--- src/hdl/rdi_pkg.sv ---
// Shared types, codes and default sizes for the region dwell / intrusion rule.
// Used by every module under hdl.
package rdi_pkg;

    localparam int MAX_TRACKS_DEF   = 64;
    localparam int MAX_VERTICES_DEF = 16;
    localparam int COORD_BITS_DEF   = 16;
    localparam int MIN_POLY_VERTICES = 3;
    localparam int Q_DEPTH          = 2;
    localparam int CFG_IDX_W        = 2;

    localparam logic [1:0] ACT_LOAD  = 2'd0;
    localparam logic [1:0] ACT_OBS   = 2'd1;
    localparam logic [1:0] ACT_CLEAR = 2'd2;

    localparam logic [1:0] KIND_NONE     = 2'd0;
    localparam logic [1:0] KIND_ENTERED  = 2'd1;
    localparam logic [1:0] KIND_LEFT     = 2'd2;
    localparam logic [1:0] KIND_INTRUDED = 2'd3;

    localparam logic [1:0] MODE_ENTER   = 2'd0;
    localparam logic [1:0] MODE_LEAVE   = 2'd1;
    localparam logic [1:0] MODE_INTRUDE = 2'd2;
    localparam logic [1:0] MODE_SILENT  = 2'd3;

    localparam logic [CFG_IDX_W-1:0] CFG_RULE_MODE    = 2'd0;
    localparam logic [CFG_IDX_W-1:0] CFG_DWELL_TIME   = 2'd1;
    localparam logic [CFG_IDX_W-1:0] CFG_VERTEX_COUNT = 2'd2;

    typedef enum logic [1:0] {
        OP_LOAD  = 2'd0,
        OP_OBS   = 2'd1,
        OP_CLEAR = 2'd2,
        OP_NOP   = 2'd3
    } op_t;

    typedef struct packed {
        op_t         op;
        logic        vtx_ok;
        logic [3:0]  vertex_index;
        logic [15:0] coord_x;
        logic [15:0] coord_y;
        logic [31:0] track_id;
        logic [63:0] timestamp_ns;
        logic [7:0]  object_class;
        logic [15:0] box_left;
        logic [15:0] box_top;
        logic [15:0] box_width;
        logic [15:0] box_height;
    } item_t;

    typedef struct packed {
        logic [1:0]  event_kind;
        logic [31:0] event_track;
        logic [63:0] event_time;
        logic [7:0]  event_class;
        logic [15:0] event_box_left;
        logic [15:0] event_box_top;
        logic [15:0] event_box_width;
        logic [15:0] event_box_height;
        logic        inside_now;
        logic        table_full;
    } res_t;

endpackage

--- src/hdl/rdi_channels.sv ---
// Valid/ready channel interfaces for observation words and event words.
// Field widths follow the fixed formats of the rule block.
interface rdi_item_if;
    logic               valid;
    logic               ready;
    logic [1:0]         action;
    logic [3:0]         vertex_index;
    logic signed [15:0] coord_x;
    logic signed [15:0] coord_y;
    logic [31:0]        track_id;
    logic [63:0]        timestamp_ns;
    logic [7:0]         object_class;
    logic signed [15:0] box_left;
    logic signed [15:0] box_top;
    logic [15:0]        box_width;
    logic [15:0]        box_height;

    modport source (output valid, action, vertex_index, coord_x, coord_y, track_id,
                    timestamp_ns, object_class, box_left, box_top, box_width,
                    box_height, input ready);
    modport sink (input valid, action, vertex_index, coord_x, coord_y, track_id,
                  timestamp_ns, object_class, box_left, box_top, box_width,
                  box_height, output ready);
endinterface


--- src/hdl/rdi_front.sv ---
// Input stage: registers each incoming word and classifies its action.
// Depends on rdi_pkg and rdi_item_if.
module rdi_front #(
    parameter int MAX_VERTICES = rdi_pkg::MAX_VERTICES_DEF
) (
    input  logic           clk,
    input  logic           rst_n,
    rdi_item_if.sink       item,
    output logic           push_valid,
    input  logic           push_ready,
    output rdi_pkg::item_t push_item
);

    logic           fv_reg;
    rdi_pkg::item_t fitem_reg;
    rdi_pkg::item_t dec;

    assign item.ready = !fv_reg || push_ready;
    assign push_valid = fv_reg;
    assign push_item  = fitem_reg;

    always_comb
    begin
        dec              = '0;
        case (item.action)
            rdi_pkg::ACT_LOAD:  dec.op = rdi_pkg::OP_LOAD;
            rdi_pkg::ACT_OBS:   dec.op = rdi_pkg::OP_OBS;
            rdi_pkg::ACT_CLEAR: dec.op = rdi_pkg::OP_CLEAR;
            default:            dec.op = rdi_pkg::OP_NOP;
        endcase
        dec.vtx_ok       = (32'(item.vertex_index) < MAX_VERTICES);
        dec.vertex_index = item.vertex_index;
        dec.coord_x      = item.coord_x;
        dec.coord_y      = item.coord_y;
        dec.track_id     = item.track_id;
        dec.timestamp_ns = item.timestamp_ns;
        dec.object_class = item.object_class;
        dec.box_left     = item.box_left;
        dec.box_top      = item.box_top;
        dec.box_width    = item.box_width;
        dec.box_height   = item.box_height;
    end

    always_ff @(posedge clk or negedge rst_n)
    begin
        if (!rst_n)
        begin
            fv_reg    <= 1'b0;
            fitem_reg <= '0;
        end
        else if (item.ready)
        begin
            fv_reg <= item.valid;
            if (item.valid)
            begin
                fitem_reg <= dec;
            end
        end
    end

endmodule

--- src/flat_wrapper.sv ---
// flat-port wrapper written by rule: the top's interface ports become plain ports
module rdi_front_flat 
#(
    parameter int MAX_VERTICES = rdi_pkg::MAX_VERTICES_DEF
)
  (clk, rst_n, push_valid, push_ready, push_item, item_valid, item_action, item_vertex_index, item_coord_x, item_coord_y, item_track_id, item_timestamp_ns, item_object_class, item_box_left, item_box_top, item_box_width, item_box_height, item_ready);
  rdi_item_if item_i ();
  input  logic clk;
  input  logic rst_n;
  output logic push_valid;
  input  logic push_ready;
  output rdi_pkg::item_t push_item;
  input wire logic [$bits(item_i.valid)-1:0] item_valid;
  input wire logic [$bits(item_i.action)-1:0] item_action;
  input wire logic [$bits(item_i.vertex_index)-1:0] item_vertex_index;
  input wire logic [$bits(item_i.coord_x)-1:0] item_coord_x;
  input wire logic [$bits(item_i.coord_y)-1:0] item_coord_y;
  input wire logic [$bits(item_i.track_id)-1:0] item_track_id;
  input wire logic [$bits(item_i.timestamp_ns)-1:0] item_timestamp_ns;
  input wire logic [$bits(item_i.object_class)-1:0] item_object_class;
  input wire logic [$bits(item_i.box_left)-1:0] item_box_left;
  input wire logic [$bits(item_i.box_top)-1:0] item_box_top;
  input wire logic [$bits(item_i.box_width)-1:0] item_box_width;
  input wire logic [$bits(item_i.box_height)-1:0] item_box_height;
  output wire logic [$bits(item_i.ready)-1:0] item_ready;
  assign item_i.valid = item_valid;
  assign item_i.action = item_action;
  assign item_i.vertex_index = item_vertex_index;
  assign item_i.coord_x = item_coord_x;
  assign item_i.coord_y = item_coord_y;
  assign item_i.track_id = item_track_id;
  assign item_i.timestamp_ns = item_timestamp_ns;
  assign item_i.object_class = item_object_class;
  assign item_i.box_left = item_box_left;
  assign item_i.box_top = item_box_top;
  assign item_i.box_width = item_box_width;
  assign item_i.box_height = item_box_height;
  assign item_ready = item_i.ready;
  rdi_front #(.MAX_VERTICES(MAX_VERTICES)) u_core (.clk(clk), .rst_n(rst_n), .item(item_i), .push_valid(push_valid), .push_ready(push_ready), .push_item(push_item));
endmodule
--- config.mk ---
export PLATFORM = sky130hd
export DESIGN_NAME = rdi_front_flat
export DESIGN_NICKNAME = d
export VERILOG_FILES = /design/src/hdl/rdi_pkg.sv /design/src/hdl/rdi_channels.sv /design/src/hdl/rdi_front.sv /design/src/flat_wrapper.sv
export SDC_FILE = /design/constraint.sdc
export NUM_CORES = 1
export LEC_CHECK = 0
export ABC_AREA = 1
export BUFFER_PORTS_ARGS = -buffer_cell sky130_fd_sc_hd__buf_4
export CORE_AREA = 2 2 161 163
export DETAILED_ROUTE_END_ITERATION = 8
export DIE_AREA = 0 0 163 165
export GPL_ROUTABILITY_DRIVEN = 0
export PLACE_DENSITY = 0.58
export SETUP_SLACK_MARGIN = 0.02
export SLEW_MARGIN = 20
export SYNTH_ARGS = -nofsm -noshare
export SYNTH_HDL_FRONTEND = slang
export SYNTH_SLANG_ARGS = --single-unit
--- constraint.sdc ---
create_clock -name clk -period 3.25 [get_ports clk]
set_input_delay 0.4875 -clock clk [delete_from_list [all_inputs] [get_ports clk]]
set_output_delay 0.4875 -clock clk [all_outputs]
set_load 0.05 [all_outputs]
Yosys cells after proc, flatten, opt, wreduce, memory -nomap -nowiden
Cells that the tools add are included.
{"block": "op_classes", "eq_ne": 2, "n_mux": 1, "reduce_logical": 4}
{"cell": "$pmux 2 s3", "n": 1}
{"cell": "$eq 2x1->1 const B", "n": 1}
{"cell": "$eq 2x2->1 const B", "n": 1}
{"cell": "$logic_not 2->1", "n": 1}
{"cell": "$reduce_and 2->1", "n": 1}
{"cell": "$logic_not 1->1", "n": 1}
{"cell": "$logic_or 1x1->1", "n": 1}
{"block": "totals", "regBits": 208, "inputBits": 210, "output_inout_bits": 209, "elab_cells": 20}

Longest topological paths before layout
{"block": "depth", "depth_word": 3, "ltp_mapped": 7, "depth_no_buf": 5}

Least setup slack after synthesis
Ideal clock, no wire load.
{"block": "synth_path", "path_type": "register to output", "start": "register u_core.fv_reg, in the netlist u_core.push_valid", "end": "output item_ready", "t_arrival_ns": 1.188, "setup_slack_ns": 1.575, "path_stages_with_launch": 4, "path_buffers": 2, "cell_sequence": "dfrtp_1 nand2_2 buf_6 buf_2"}
{"block": "synth_via", "elab_chain_cells": 2}
{"element": "start: declaration", "line": "rdi_front.sv:14", "source": "logic fv_reg;"}
{"element": "start signal: assignment", "line": "rdi_front.sv:53", "source": "fv_reg <= item.valid;"}
{"element": "$logic_not 1->1", "line": "rdi_front.sv:18", "source": "assign item.ready = !fv_reg || push_ready;"}
{"element": "$logic_or 1x1->1", "line": "rdi_front.sv:18"}
{"element": "end: declaration", "line": "flat_wrapper.sv:25", "source": "output wire logic [$bits(item_i.ready)-1:0] item_ready;"}
Every way passes these cells.

Final worst setup path
Same ends and word-level chain as after synthesis.

==> impl_results.md <==
* Failing checks: negative hold slack
* Vias/cell at 4.621
* CP required at 2.76 ns
* Max-Slew Margin vs Limit at 49.91%
* Antenna Nets Post-Route at 0
* Synth unique cells at 11
* Crit share post-route at 68.47%
* Hold slack at -0.008869 ns
* CP max stage delay at 0.47 ns
* RR Endpoint: u_core.push_item[105]
* Slowest CP cell: nand2_8
* Design Power at 8.630 mW
* Fillers at 2458
* I/O Pins at 419
* Core ar. at 25040 um^2
* RSZ-0062 raised after global routing: no
* Clock Skew at 0.006991 ns
* Cell area after synthesis at 8234 um^2
* Initial antenna violation count at 0
* Sequential area share after synthesis at 63.21%
* First-pass GRT wire length at 41290 um
* Element type at the critical path end: output port
* DIE WIDTH at 163 um
* Worst path cell trace: nand2_8, buf_4
* CTS buffer count at 23
* CTS tree: built
* Mapped Cells at 900
* Top Layer Used: met4
* Clock sink count at 208
* Clk buf depth at 3
* Worst-Margin Slew at 0.7514 ns
* Reg2reg setup slack at 1.27 ns
* Status: complete, but fails checks
* Remaining DRCs at 0
* Clock latency on the worst-skew pair at 0.50 ns
* Synthesis-stage register bit count at 208
* Reg2reg start: u_core.push_valid
* Initial Utilization at 32.89%
* Share of layout cells above drive strength 1 at 36.02%
* Clk slew on worst S/H paths at 0.06 ns
* Root Driver: clkbuf_16
* DRT iter0 DRCs at 444
* Multi-input gate area at 2625 um^2
* Layout area overhead at 49.89%
* Fin. max-slew vios at 0
* Final setup TNS at 0 ns
* Metal1 wirelength at 10820 um
* Worst Setup Slack, final at 1.025 ns
* LEAKAGE at 6.849 nW
* Input/output buffers at 418
* Startpoint types: flip-flop
* Non-Filler Instances at 1632
* R2R depth at 5
* Number of detailed-route iterations in the first pass at 5
* YS warnings at 0
* Crit path DAT at 1.74 ns
* Row Count at 58
* Syn Area/Cell at 9.149 um^2
* Die ar. at 26900 um^2
* Vias at 7541
* WS Path Type: reg -> out
* Max-cap viol count at 0
* Min-Delay Path Class: in -> async
* Register Area at 5205 um^2
* Fin. Hold Viols at 6
* FMAX at 0.4494 GHz
* Layout Nets at 1496
* Setup bufs post-CTS at 0
* Wire per inst at 16.77 um
* DR WL met2 at 13130 um
* Grt total ovfl at 0
* Largest net degree at the start of global routing at 129
* Synthesized net count at 1110
* Setup Slack @ Placement at 1.120 ns
* H-tree depth at 1
* Top post-synthesis cells by area: dfrtp_1 (63%), nand2_1 (19%), nand3_1 (13%), buf_2 (2.1%), buf_6 (1.6%)
* Cells after DPL at 1591
* Die Height at 165 um
* Aggregate global-route resource usage at 19.47%
* Highest fanout seen on the critical path at 92
* Routed wire length at 27370 um
* Endpoints failing setup at 0
* Post-CTS sizing at 0
* Min Tclk post-route at 2.225 ns
* Synth top area share at 63.21%
* Cell Pwr Density at 699.3 nW/um^2
* Hpwl dp at 18890 um
* Worst vdd ir at 386.0 uV
* Yosys top cell by area: dfrtp_1
* CTS Hold Bufs at 0
* Vias in the first global route at 7407
* N_diodes at 0
* Met3 routed WL at 2891 um
[per-layer routing]
layer  vias up  global-route usage (%)
met4         0                   4.907
met2       324                   32.47
met5         -                       0
li1       3644                       -
met1      3537                   24.05
met3        36                   7.057
[cell families (layout without fill, tap and decap cells)]
kind of cell	after synthesis	in the layout	synth area share (%)
buffers and inverters	70	472	5.182
flip-flops	208	208	63.21
AND/OR/NAND/NOR	622	622	31.61
[sequential cells by signal (all words and copies together), names as in the netlist]
name / flops
u_core.push_valid: 1
u_core.push_item: 207
[power by group]
part           internal (mW)  switching (mW)
clock network           1.69            1.04
logic                  0.805            1.93
registers               2.95           0.208
[final cells by class]
type,count,share of cell area [%]
Sequential cell,208,42.17
Clock buffer,34,5.566
Tap cell,330,3.346
Clock inverter,7,0.8921
Timing Repair Buffer,429,26.69
Inverter,2,0.06083
Multi-Input combinational cell,622,21.27
[stage by stage]
step                instance area [um^2]  hold slack (ns)  util (%)
floorplan                           8234           0.1919         -
global placement                   11540           0.4512     46.11
detailed placement                 11540           0.4594     46.11
CTS                                12340          0.01680     49.30
global route                       12340          0.06301     49.30
finish                             12340        -0.008869     49.30
[cells in the mapped netlist (all sizes together)]
cell / instances
nand3: 206
clkbuf: 13
inv: 2
buf: 55
nand2: 416
dfrtp: 208
[critical path: cells and delay by family (launching register included)]
kind	cells	cell delay, ns
flops	1	0.45
simple gates	1	0.47
buf+inv	1	0.31
[worst max-delay path by stage]
stage	endpoint	from	depth (start not counted)
finish	item_ready	u_core.push_valid	2
global route	item_ready	u_core.push_valid	2
CTS	item_ready	u_core.push_valid	2
detailed placement	u_core.push_item[1]	push_ready	7
global placement	u_core.push_item[197]	push_ready	7
floorplan	item_ready	u_core.push_valid	3
[cells in the final DEF (no fill, tap or decap), drive strengths merged]
| cell | count |
|---|---|
| nand2 | 416 |
| dfrtp | 208 |
| clkbuf | 34 |
| clkinv | 4 |
| bufinv | 3 |
| inv | 2 |
| buf | 429 |
| nand3 | 206 |
(Power assumes the default switching activity.)
