[src/hdl/rdi_pkg.sv]
// Shared types, codes and default sizes for the region dwell / intrusion rule.
// Used by every module under hdl.
package rdi_pkg;

    localparam int MAX_TRACKS_DEF   = 64;
    localparam int MAX_VERTICES_DEF = 16;
    localparam int COORD_BITS_DEF   = 16;
    localparam int MIN_POLY_VERTICES = 3;
    localparam int Q_DEPTH          = 2;
    localparam int CFG_IDX_W        = 2;

    localparam logic [1:0] ACT_LOAD  = 2'd0;
    localparam logic [1:0] ACT_OBS   = 2'd1;
    localparam logic [1:0] ACT_CLEAR = 2'd2;

    localparam logic [1:0] KIND_NONE     = 2'd0;
    localparam logic [1:0] KIND_ENTERED  = 2'd1;
    localparam logic [1:0] KIND_LEFT     = 2'd2;
    localparam logic [1:0] KIND_INTRUDED = 2'd3;

    localparam logic [1:0] MODE_ENTER   = 2'd0;
    localparam logic [1:0] MODE_LEAVE   = 2'd1;
    localparam logic [1:0] MODE_INTRUDE = 2'd2;
    localparam logic [1:0] MODE_SILENT  = 2'd3;

    localparam logic [CFG_IDX_W-1:0] CFG_RULE_MODE    = 2'd0;
    localparam logic [CFG_IDX_W-1:0] CFG_DWELL_TIME   = 2'd1;
    localparam logic [CFG_IDX_W-1:0] CFG_VERTEX_COUNT = 2'd2;

    typedef enum logic [1:0] {
        OP_LOAD  = 2'd0,
        OP_OBS   = 2'd1,
        OP_CLEAR = 2'd2,
        OP_NOP   = 2'd3
    } op_t;

    typedef struct packed {
        op_t         op;
        logic        vtx_ok;
        logic [3:0]  vertex_index;
        logic [15:0] coord_x;
        logic [15:0] coord_y;
        logic [31:0] track_id;
        logic [63:0] timestamp_ns;
        logic [7:0]  object_class;
        logic [15:0] box_left;
        logic [15:0] box_top;
        logic [15:0] box_width;
        logic [15:0] box_height;
    } item_t;

    typedef struct packed {
        logic [1:0]  event_kind;
        logic [31:0] event_track;
        logic [63:0] event_time;
        logic [7:0]  event_class;
        logic [15:0] event_box_left;
        logic [15:0] event_box_top;
        logic [15:0] event_box_width;
        logic [15:0] event_box_height;
        logic        inside_now;
        logic        table_full;
    } res_t;

endpackage

[src/hdl/rdi_queue.sv]
// Short queue of classified words between the input stage and the rule engine.
// Depends on rdi_pkg.
module rdi_queue (
    input  logic           clk,
    input  logic           rst_n,
    input  logic           push_valid,
    output logic           push_ready,
    input  rdi_pkg::item_t push_item,
    output logic           pop_valid,
    input  logic           pop_ready,
    output rdi_pkg::item_t pop_item
);

    localparam int PW = (rdi_pkg::Q_DEPTH > 1) ? $clog2(rdi_pkg::Q_DEPTH) : 1;
    localparam int CW = $clog2(rdi_pkg::Q_DEPTH + 1);

    rdi_pkg::item_t mem_reg [rdi_pkg::Q_DEPTH];
    logic [PW-1:0]  wr_reg;
    logic [PW-1:0]  rd_reg;
    logic [CW-1:0]  cnt_reg;
    logic           do_push;
    logic           do_pop;

    assign push_ready = (cnt_reg != CW'(rdi_pkg::Q_DEPTH));
    assign pop_valid  = (cnt_reg != '0);
    assign pop_item   = mem_reg[rd_reg];
    assign do_push    = push_valid && push_ready;
    assign do_pop     = pop_valid && pop_ready;

    always_ff @(posedge clk)
    begin
        if (do_push)
        begin
            mem_reg[wr_reg] <= push_item;
        end
    end

    always_ff @(posedge clk or negedge rst_n)
    begin
        if (!rst_n)
        begin
            wr_reg  <= '0;
            rd_reg  <= '0;
            cnt_reg <= '0;
        end
        else
        begin
            if (do_push)
            begin
                wr_reg <= (32'(wr_reg) == rdi_pkg::Q_DEPTH - 1) ? '0 : wr_reg + 1'b1;
            end
            if (do_pop)
            begin
                rd_reg <= (32'(rd_reg) == rdi_pkg::Q_DEPTH - 1) ? '0 : rd_reg + 1'b1;
            end
            if (do_push && !do_pop)
            begin
                cnt_reg <= cnt_reg + 1'b1;
            end
            else if (do_pop && !do_push)
            begin
                cnt_reg <= cnt_reg - 1'b1;
            end
        end
    end

endmodule

[config.mk]
export PLATFORM = sky130hd
export DESIGN_NAME = rdi_queue
export DESIGN_NICKNAME = d
export VERILOG_FILES = /design/src/hdl/rdi_pkg.sv /design/src/hdl/rdi_queue.sv
export SDC_FILE = /design/constraint.sdc
export NUM_CORES = 1
export LEC_CHECK = 0
export ABC_AREA = 1
export BUFFER_PORTS_ARGS = -buffer_cell sky130_fd_sc_hd__buf_2
export CAP_MARGIN = 40
export CORE_MARGIN = 2
export CORE_UTILIZATION = 37
export CTS_CLUSTER_SIZE = 12
export DETAILED_ROUTE_END_ITERATION = 10
export MAX_ROUTING_LAYER = met4
export PLACE_DENSITY_LB_ADDON = 0.12
export SETUP_SLACK_MARGIN = 0.4
export SYNTH_ARGS = -nofsm -noshare
export SYNTH_HDL_FRONTEND = slang
export SYNTH_SLANG_ARGS = --single-unit
[constraint.sdc]
create_clock -name clk -period 16.8 [get_ports clk]
set_input_delay 2.52 -clock clk [delete_from_list [all_inputs] [get_ports clk]]
set_output_delay 2.52 -clock clk [all_outputs]
set_load 0.1 [all_outputs]
-- Word level (Yosys, flattened, before mapping)
Memories as Yosys holds them, arrays and structs flattened.
Index checks and enable logic that the tools add are counted.
- eq/ne operators: 1
- shift operators: 0
- multipliers: 0
- reduce and logical (&&, ||, !) cells: 8
- add/sub/neg operators: 4
- mux-type cells: 6
- div/mod/pow operators: 0
- magnitude comparators: 0
- bitwise logic cells: 0
- operators by type and width (operator ; number):
    1-bit logical AND ; 4
    1-bit 2-to-1 mux ; 4
    2-bit 2-to-1 mux ; 2
    2-bit nonzero test ; 2
    1-bit adder, second input constant ; 2
    2-bit by 1-bit adder with 2-bit output, second input constant ; 1
    1-bit logical NOT ; 2
    2-bit != test, second input constant ; 1
    2-bit by 1-bit subtractor with 2-bit output, second input constant ; 1
- output and inout bits: 209
- RAM bits: 414
- bits in registers: 4
- bits in latches: 0
- memories: 1
- memory bits (read-only): 0
- input bits: 211
- memory list (memory ; words ; width ; rd ports ; clocked after Yosys merged registers in ; write ports ; RTL line ; source):
    mem_reg ; 2 ; 207 ; 1 ; 0 ; 1 ; rdi_queue.sv:17 ; rdi_pkg::item_t mem_reg [rdi_pkg::Q_DEPTH];

-- Depth between registers and ports, before layout
Gate-level depths: netlist of the first run.
- word-level depth: 6
- mapped depth: 10
- mapped depth without buffers: 10

-- Worst setup path before layout of the first run
No wires, ideal clock.
- path type: input -> register
- start point: input port push_valid
- end point: memory mem_reg[0][0] (netlist name) (enable)
- cell stages on the path: 2
- arrival time: 11.285 ns
- required time: 16.021 ns
- path slack: 4.736 ns
- path buffers: 0
- library setup time: 0.779 ns
- cells stage by stage: nand2_1 > nor2_1
- cells in the longest elaborated chain, start to end: 3
- ends and longest elaborated chain (element ; RTL line ; source):
    start: declaration ; rdi_queue.sv:6 ; input logic push_valid,
    1-bit logical AND ; rdi_queue.sv:27 ; assign do_push = push_valid && push_ready;
    1-bit 2-to-1 mux ; rdi_queue.sv:32 ; if (do_push)
    1-bit 2-to-1 mux (implied by the code) ; rdi_queue.sv:34 ; mem_reg[wr_reg] <= push_item;
    end: declaration ; rdi_queue.sv:17 ;
No other way between the ends.

==> metrics, run 1 <==
status finished clean; CP Buf/Inv Count 3; syn nets 1321; post-DR wirelength/cell 17.0 µm; fraction of layout instances using a drive strength above 1 31.4%; Remaining Overflow, GRT 0; Worst EP required 14.28 ns; Worst Hold Class register to register; CP most frequent cell nand2_1; Root Driver clkbuf_16; Top delay family on crit path buffers and inverters; Synth Register Bits 418; wire length on met3 3830 µm; Setup violations, final 0; slowest cell on the critical path dfrtp_4; routability cong. 0.749; core area 40700 µm²; Starting Density 37.4%; # IOs 420; Final Hold Vio Count 0; Top Layer Used met4; Slew Viols, Final 0; WS Path Type register to output pin; slew at the pin closest to its max-slew limit 0.839 ns; Mapped Area 15200 µm²; CTS HTree Levels 2; DIE AREA 42800 µm²; CP Capture Type output pin; post-route ant nets 0; gr usage total 16.7%; maxcap violations 0; cell count after synthesis 1109; unrepaired setup endpoints after global routing no; CP Data Arrival Time 3.36 ns; Nets 1759; Slew headroom 44.1%; crit path time final 5.88 ns; first-pass GRT wire length 51700 µm; post-synthesis sequential area ratio 82.3%; vias 9503; Non-Filler Instances 2130; cts hold-fix bufs 0; via density per instance 4.46; max reg flops 414; Vert. Die Dim 207 µm; Met2 Routed Length 16400 µm; final setup TNS 0 ns; postcts setup bufs 0; Longest Clk Path Bufs 3; vias in the first global route 8851; Post-DP HPWL 23600 µm; Starting DRT DRC Count 521; final wirelength 36100 µm; Mapped Avg Cell Area 13.7 µm²; Buffers on Ports 419; Final period util 35.0%; met1 WL 15200 µm; CP max FO 71; hold_ws 0.505 ns; number of synthesis warnings 0; Clock transition at path regs 0.06 ns; largest net degree at the start of global routing 72; final setup margin 10.92 ns; post-CTS resize count 0; Cell variety after synth 14; # clock sinks 418; Max stage delay on crit path 0.78 ns; Setup WS pre-CTS 11.40 ns; initial antenna violation count 13; Clk Latency, worst-skew pair 0.56 ns; number of remaining DRC errors 0; final setup skew 0.0205 ns; die width 207 µm; cell row count 74; Area growth, synth to finish 27.7%; CTS tree done; cells along the critical path inv_6 -> buf_4 -> nand2_1 -> nand2_1 -> buf_2; number of iterations in the first detailed-routing pass 6; startpoint types register; CTS Buf Count 45; Max Fclk 170 MHz; placed instance count 2032
==> layout make-up <==
type                       instances  area [µm²]
multi-input combinational        639        2440
timing repair buffer             436        2340
sequential                       418       12500
antenna                           15        37.5
fill                            3662       21300
clock buffer                      66        1270
clock inverter                    17         130
inverter                           7        31.3
tap                              532         666
==> cells in the mapped netlist (all sizes together) <==
cell type  number  area (µm²)
buf            37         220
clkbuf          8        30.0
dfrtp           4         100
edfxtp        414       12400
ha              1        12.5
inv             7        26.3
nand2         631        2370
nand3           2        10.0
nand4           1        6.26
nor2            2        7.51
xnor2           1        8.76
xor2            1        8.76
==> per-layer routing <==
layer,up-vias,track usage [%]
li1,4673,-
met1,4477,20.9
met2,312,24.8
met3,41,7.32
met4,0,4.43
met5,-,-
==> cell usage in the layout (no fill, tap or decap), types with 2 or more instances in the layout <==
master / instances
diode_2: 15
nor2_4: 2
edfxtp_1: 414
buf_16: 6
clkbuf_16: 47
dfrtp_1: 3
bufinv_16: 2
clkbuf_8: 2
inv_1: 6
buf_4: 11
clkinv_2: 4
nand3_1: 2
inv_6: 2
clkbuf_1: 17
buf_2: 419
nand2_1: 631
clkinv_1: 9
==> final timing paths <==
kind	end	cells past startpoint	startpoint	slack, ns
max in group asynchronous	rd_reg	1	rst_n	14.88
worst min-delay path	cnt_reg[0]	1	cnt_reg[0]	0.50
worst max register to register	mem_reg[0][80]	8	cnt_reg[0]	13.81
worst min register to register	cnt_reg[0]	1	cnt_reg[0]	0.50
worst max-delay path	pop_item[55]	5	rd_reg	10.92
min in group asynchronous	rd_reg	1	rst_n	1.77
==> through the flow <==
step,utilization [%],instance area (µm²)
2_1_floorplan,-,15200
3_3_place_gp,43.8,17800
3_5_place_dp,44.2,18000
4_1_cts,47.7,19400
5_1_grt,47.7,19400
6_report,47.7,19400
==> cell families (layout without fill, tap and decap cells) <==
kind of cell  count (synthesis)  after routing  share of synthesized area (%)
simple gates                636            636                           15.7
flops                       418            418                           82.3
buf+inv                      52            526                           1.82
xor+xnor                      2              2                          0.115
fa+ha+maj                     1              1                         0.0821
other cells                   0             15                              0
Power of run 1 is left out: the tool's default activity adds up to more than one toggle a clock period on the data nets, which glitch-free logic cannot reach.
==> run 2: changes to the inputs <==
==> constraint.sdc (replaced) <==
create_clock -name clk -period 5.83 [get_ports clk]
set_input_delay 0.8745 -clock clk [delete_from_list [all_inputs] [get_ports clk]]
set_output_delay 0.8745 -clock clk [all_outputs]
set_load 0.1 [all_outputs]
==> run 2 against run 1 <==
  * Setup slack worse by 8.9 ns
  * Clock skew down 0.0042 ns
  * Register-to-register slack got worse by 10 ns
  * First-iteration DRC count is 9.2% lower
  * Hold slack got worse by 0.38 ns
  * Global-route usage decreased by 0.090 points
  * Via count fell by 0.75%
  * Critical path depth stayed put
  * Highest routed layer unchanged
==> metrics, run 2 (synthesis gave the netlist of run 1 again) <==
status finished clean; CP Capture Type output pin; # IOs 420 (unchanged); Buffers on Ports 419 (unchanged); startpoint types register; commonest non-fill, non-tap cell in the layout nand2_1; CTS tree done; post-CTS resize count 0 (unchanged); Longest Clk Path Bufs 3 (unchanged); core area 40700 µm² (unchanged); Final period util 65.1%; Worst R2R Setup Slack 3.38 ns (-10.43 ns); fraction of layout instances using a drive strength above 1 31.0% (-0.45 points); final setup skew 0.0164 ns (-0.00418 ns); max reg flops 414 (unchanged); postcts setup bufs 0 (unchanged); first-pass GRT wire length 51800 µm (+0.13%); gr usage total 16.6% (-0.090 points); Root Driver clkbuf_16; reg-to-reg endpoint mem_reg[0][72]; routability cong. 0.822 (+9.8%); Final Hold Vio Count 0 (unchanged); Setup violations, final 0 (unchanged); vias 9432 (-0.75%); Post-DP HPWL 23000 µm (-2.2%); WS Path Type register to output pin; final wirelength 36000 µm (-0.47%); DIE AREA 42800 µm² (unchanged); cell row count 74 (unchanged); via density per instance 4.47 (+0.15%); Fillers 3727 (+1.8%); Nets 1752 (-0.40%); Worst Hold Class primary input to async pin; most frequent cells in the layout 631 x nand2_1, 419 x buf_2, 414 x edfxtp_1; CTS Buf Count 44 (-2.2%); die width 207 µm (unchanged); Starting Density 37.4% (unchanged); CP Data Arrival Time 2.92 ns (-0.44 ns); number of remaining DRC errors 0 (unchanged); crit path time final 3.79 ns; CP max FO 89 (+25%); area taken by multi-input logic gates 2440 µm² (unchanged); grt met2 use 24.7% (-0.048 points); Remaining Overflow, GRT 0 (unchanged); Area growth, synth to finish 26.5%; met3 Track Usage GR 6.44% (-0.88 points); CTS HTree Levels 2 (unchanged); Clk Latency, worst-skew pair 0.55 ns (about the same); Worst EP required 4.96 ns (-9.32 ns); Max Fclk 264 MHz; slew at the pin closest to its max-slew limit 1.10 ns (+0.261 ns); Starting DRT DRC Count 473 (-9.2%); routing usage on met1 20.7% (-0.22 points); largest net degree at the start of global routing 151 (+110%); # clock sinks 418 (unchanged); cts hold-fix bufs 0 (unchanged); busiest grt layer met2; Vert. Die Dim 207 µm (unchanged); initial antenna violation count 12 (-1); number of iterations in the first detailed-routing pass 5 (-1); Clock transition at path regs 0.05 ns (about the same); Slew Viols, Final 0 (unchanged); maxcap violations 0 (unchanged); post-DR wirelength/cell 17.0 µm (+0.43%); worst r2r src cnt_reg[0]; vias in the first global route 9038 (+2.1%); post-route ant nets 0 (unchanged); register area 12500 µm² (unchanged); unrepaired setup endpoints after global routing no; Slew headroom 26.7% (-17 points); reg2reg path depth 6 (-2); hold_ws 0.123 ns (-0.382 ns)
-- run 2: changes by cell type in the layout (fill, tap and decap cells not counted), moves of 2 or more --
cell | before | now
buf_12 | 0 | 3
diode_2 | 15 | 12
buf_4 | 11 | 5
clkbuf_16 | 47 | 45
clkinv_2 | 4 | 1
buf_16 | 6 | 3
clkbuf_1 | 17 | 14
-- run 2: worst max path at each step --
stage / endpoint / startpoint / cells after the start / slack [ns]
2_1_floorplan: mem_reg[0][0] / cnt_reg[0] / 4 / -1.46
3_3_place_gp: pop_item[103] / rd_reg / 5 / 2.18
3_5_place_dp: pop_item[103] / rd_reg / 5 / 2.57
4_1_cts: pop_item[103] / rd_reg / 5 / 1.96
5_1_grt: pop_item[82] / rd_reg / 5 / 1.87
6_report: pop_item[103] / rd_reg / 5 / 2.04
-- run 2: cell type report --
class	count	area share (%)
tap	532	3.46
clock buffer	61	6.26
antenna	12	0.156
clock inverter	12	0.422
multi-input combinational	639	12.7
sequential	418	65.1
inverter	7	0.162
timing repair buffer	430	11.8
-- run 2: critical path, cell delays in order (launching register included) --
cell and delay, ns:
dfrtp_4 0.74, inv_6 0.47, buf_12 0.39, nand2_1 0.10, nand2_1 0.12, buf_2 0.44
-- run 2: metrics by stage --
| step | instances | cell area [µm²] | setup TNS [ns] | setup WS, ns | utilization [%] |
|---|---|---|---|---|---|
| detailed placement | 2026 | 17900 | 0 | 2.57 | 44.1 |
| floorplan | 1109 | 15200 | -603.08 | -1.46 | - |
| CTS | 2099 | 19200 | 0 | 1.96 | 47.2 |
| global placement | 2023 | 17900 | 0 | 2.18 | 43.9 |
| global route | 2111 | 19300 | 0 | 1.87 | 47.3 |
| finish | 2111 | 19300 | 0 | 2.04 | 47.3 |
-- run 2: metal layers --
metal,part of all wire (%),wire (µm)
met2,46,16600
met3,11,3880
met4,2.3,814
met5,0,0
met1,41,14700
Power of run 2 is left out for the same reason.
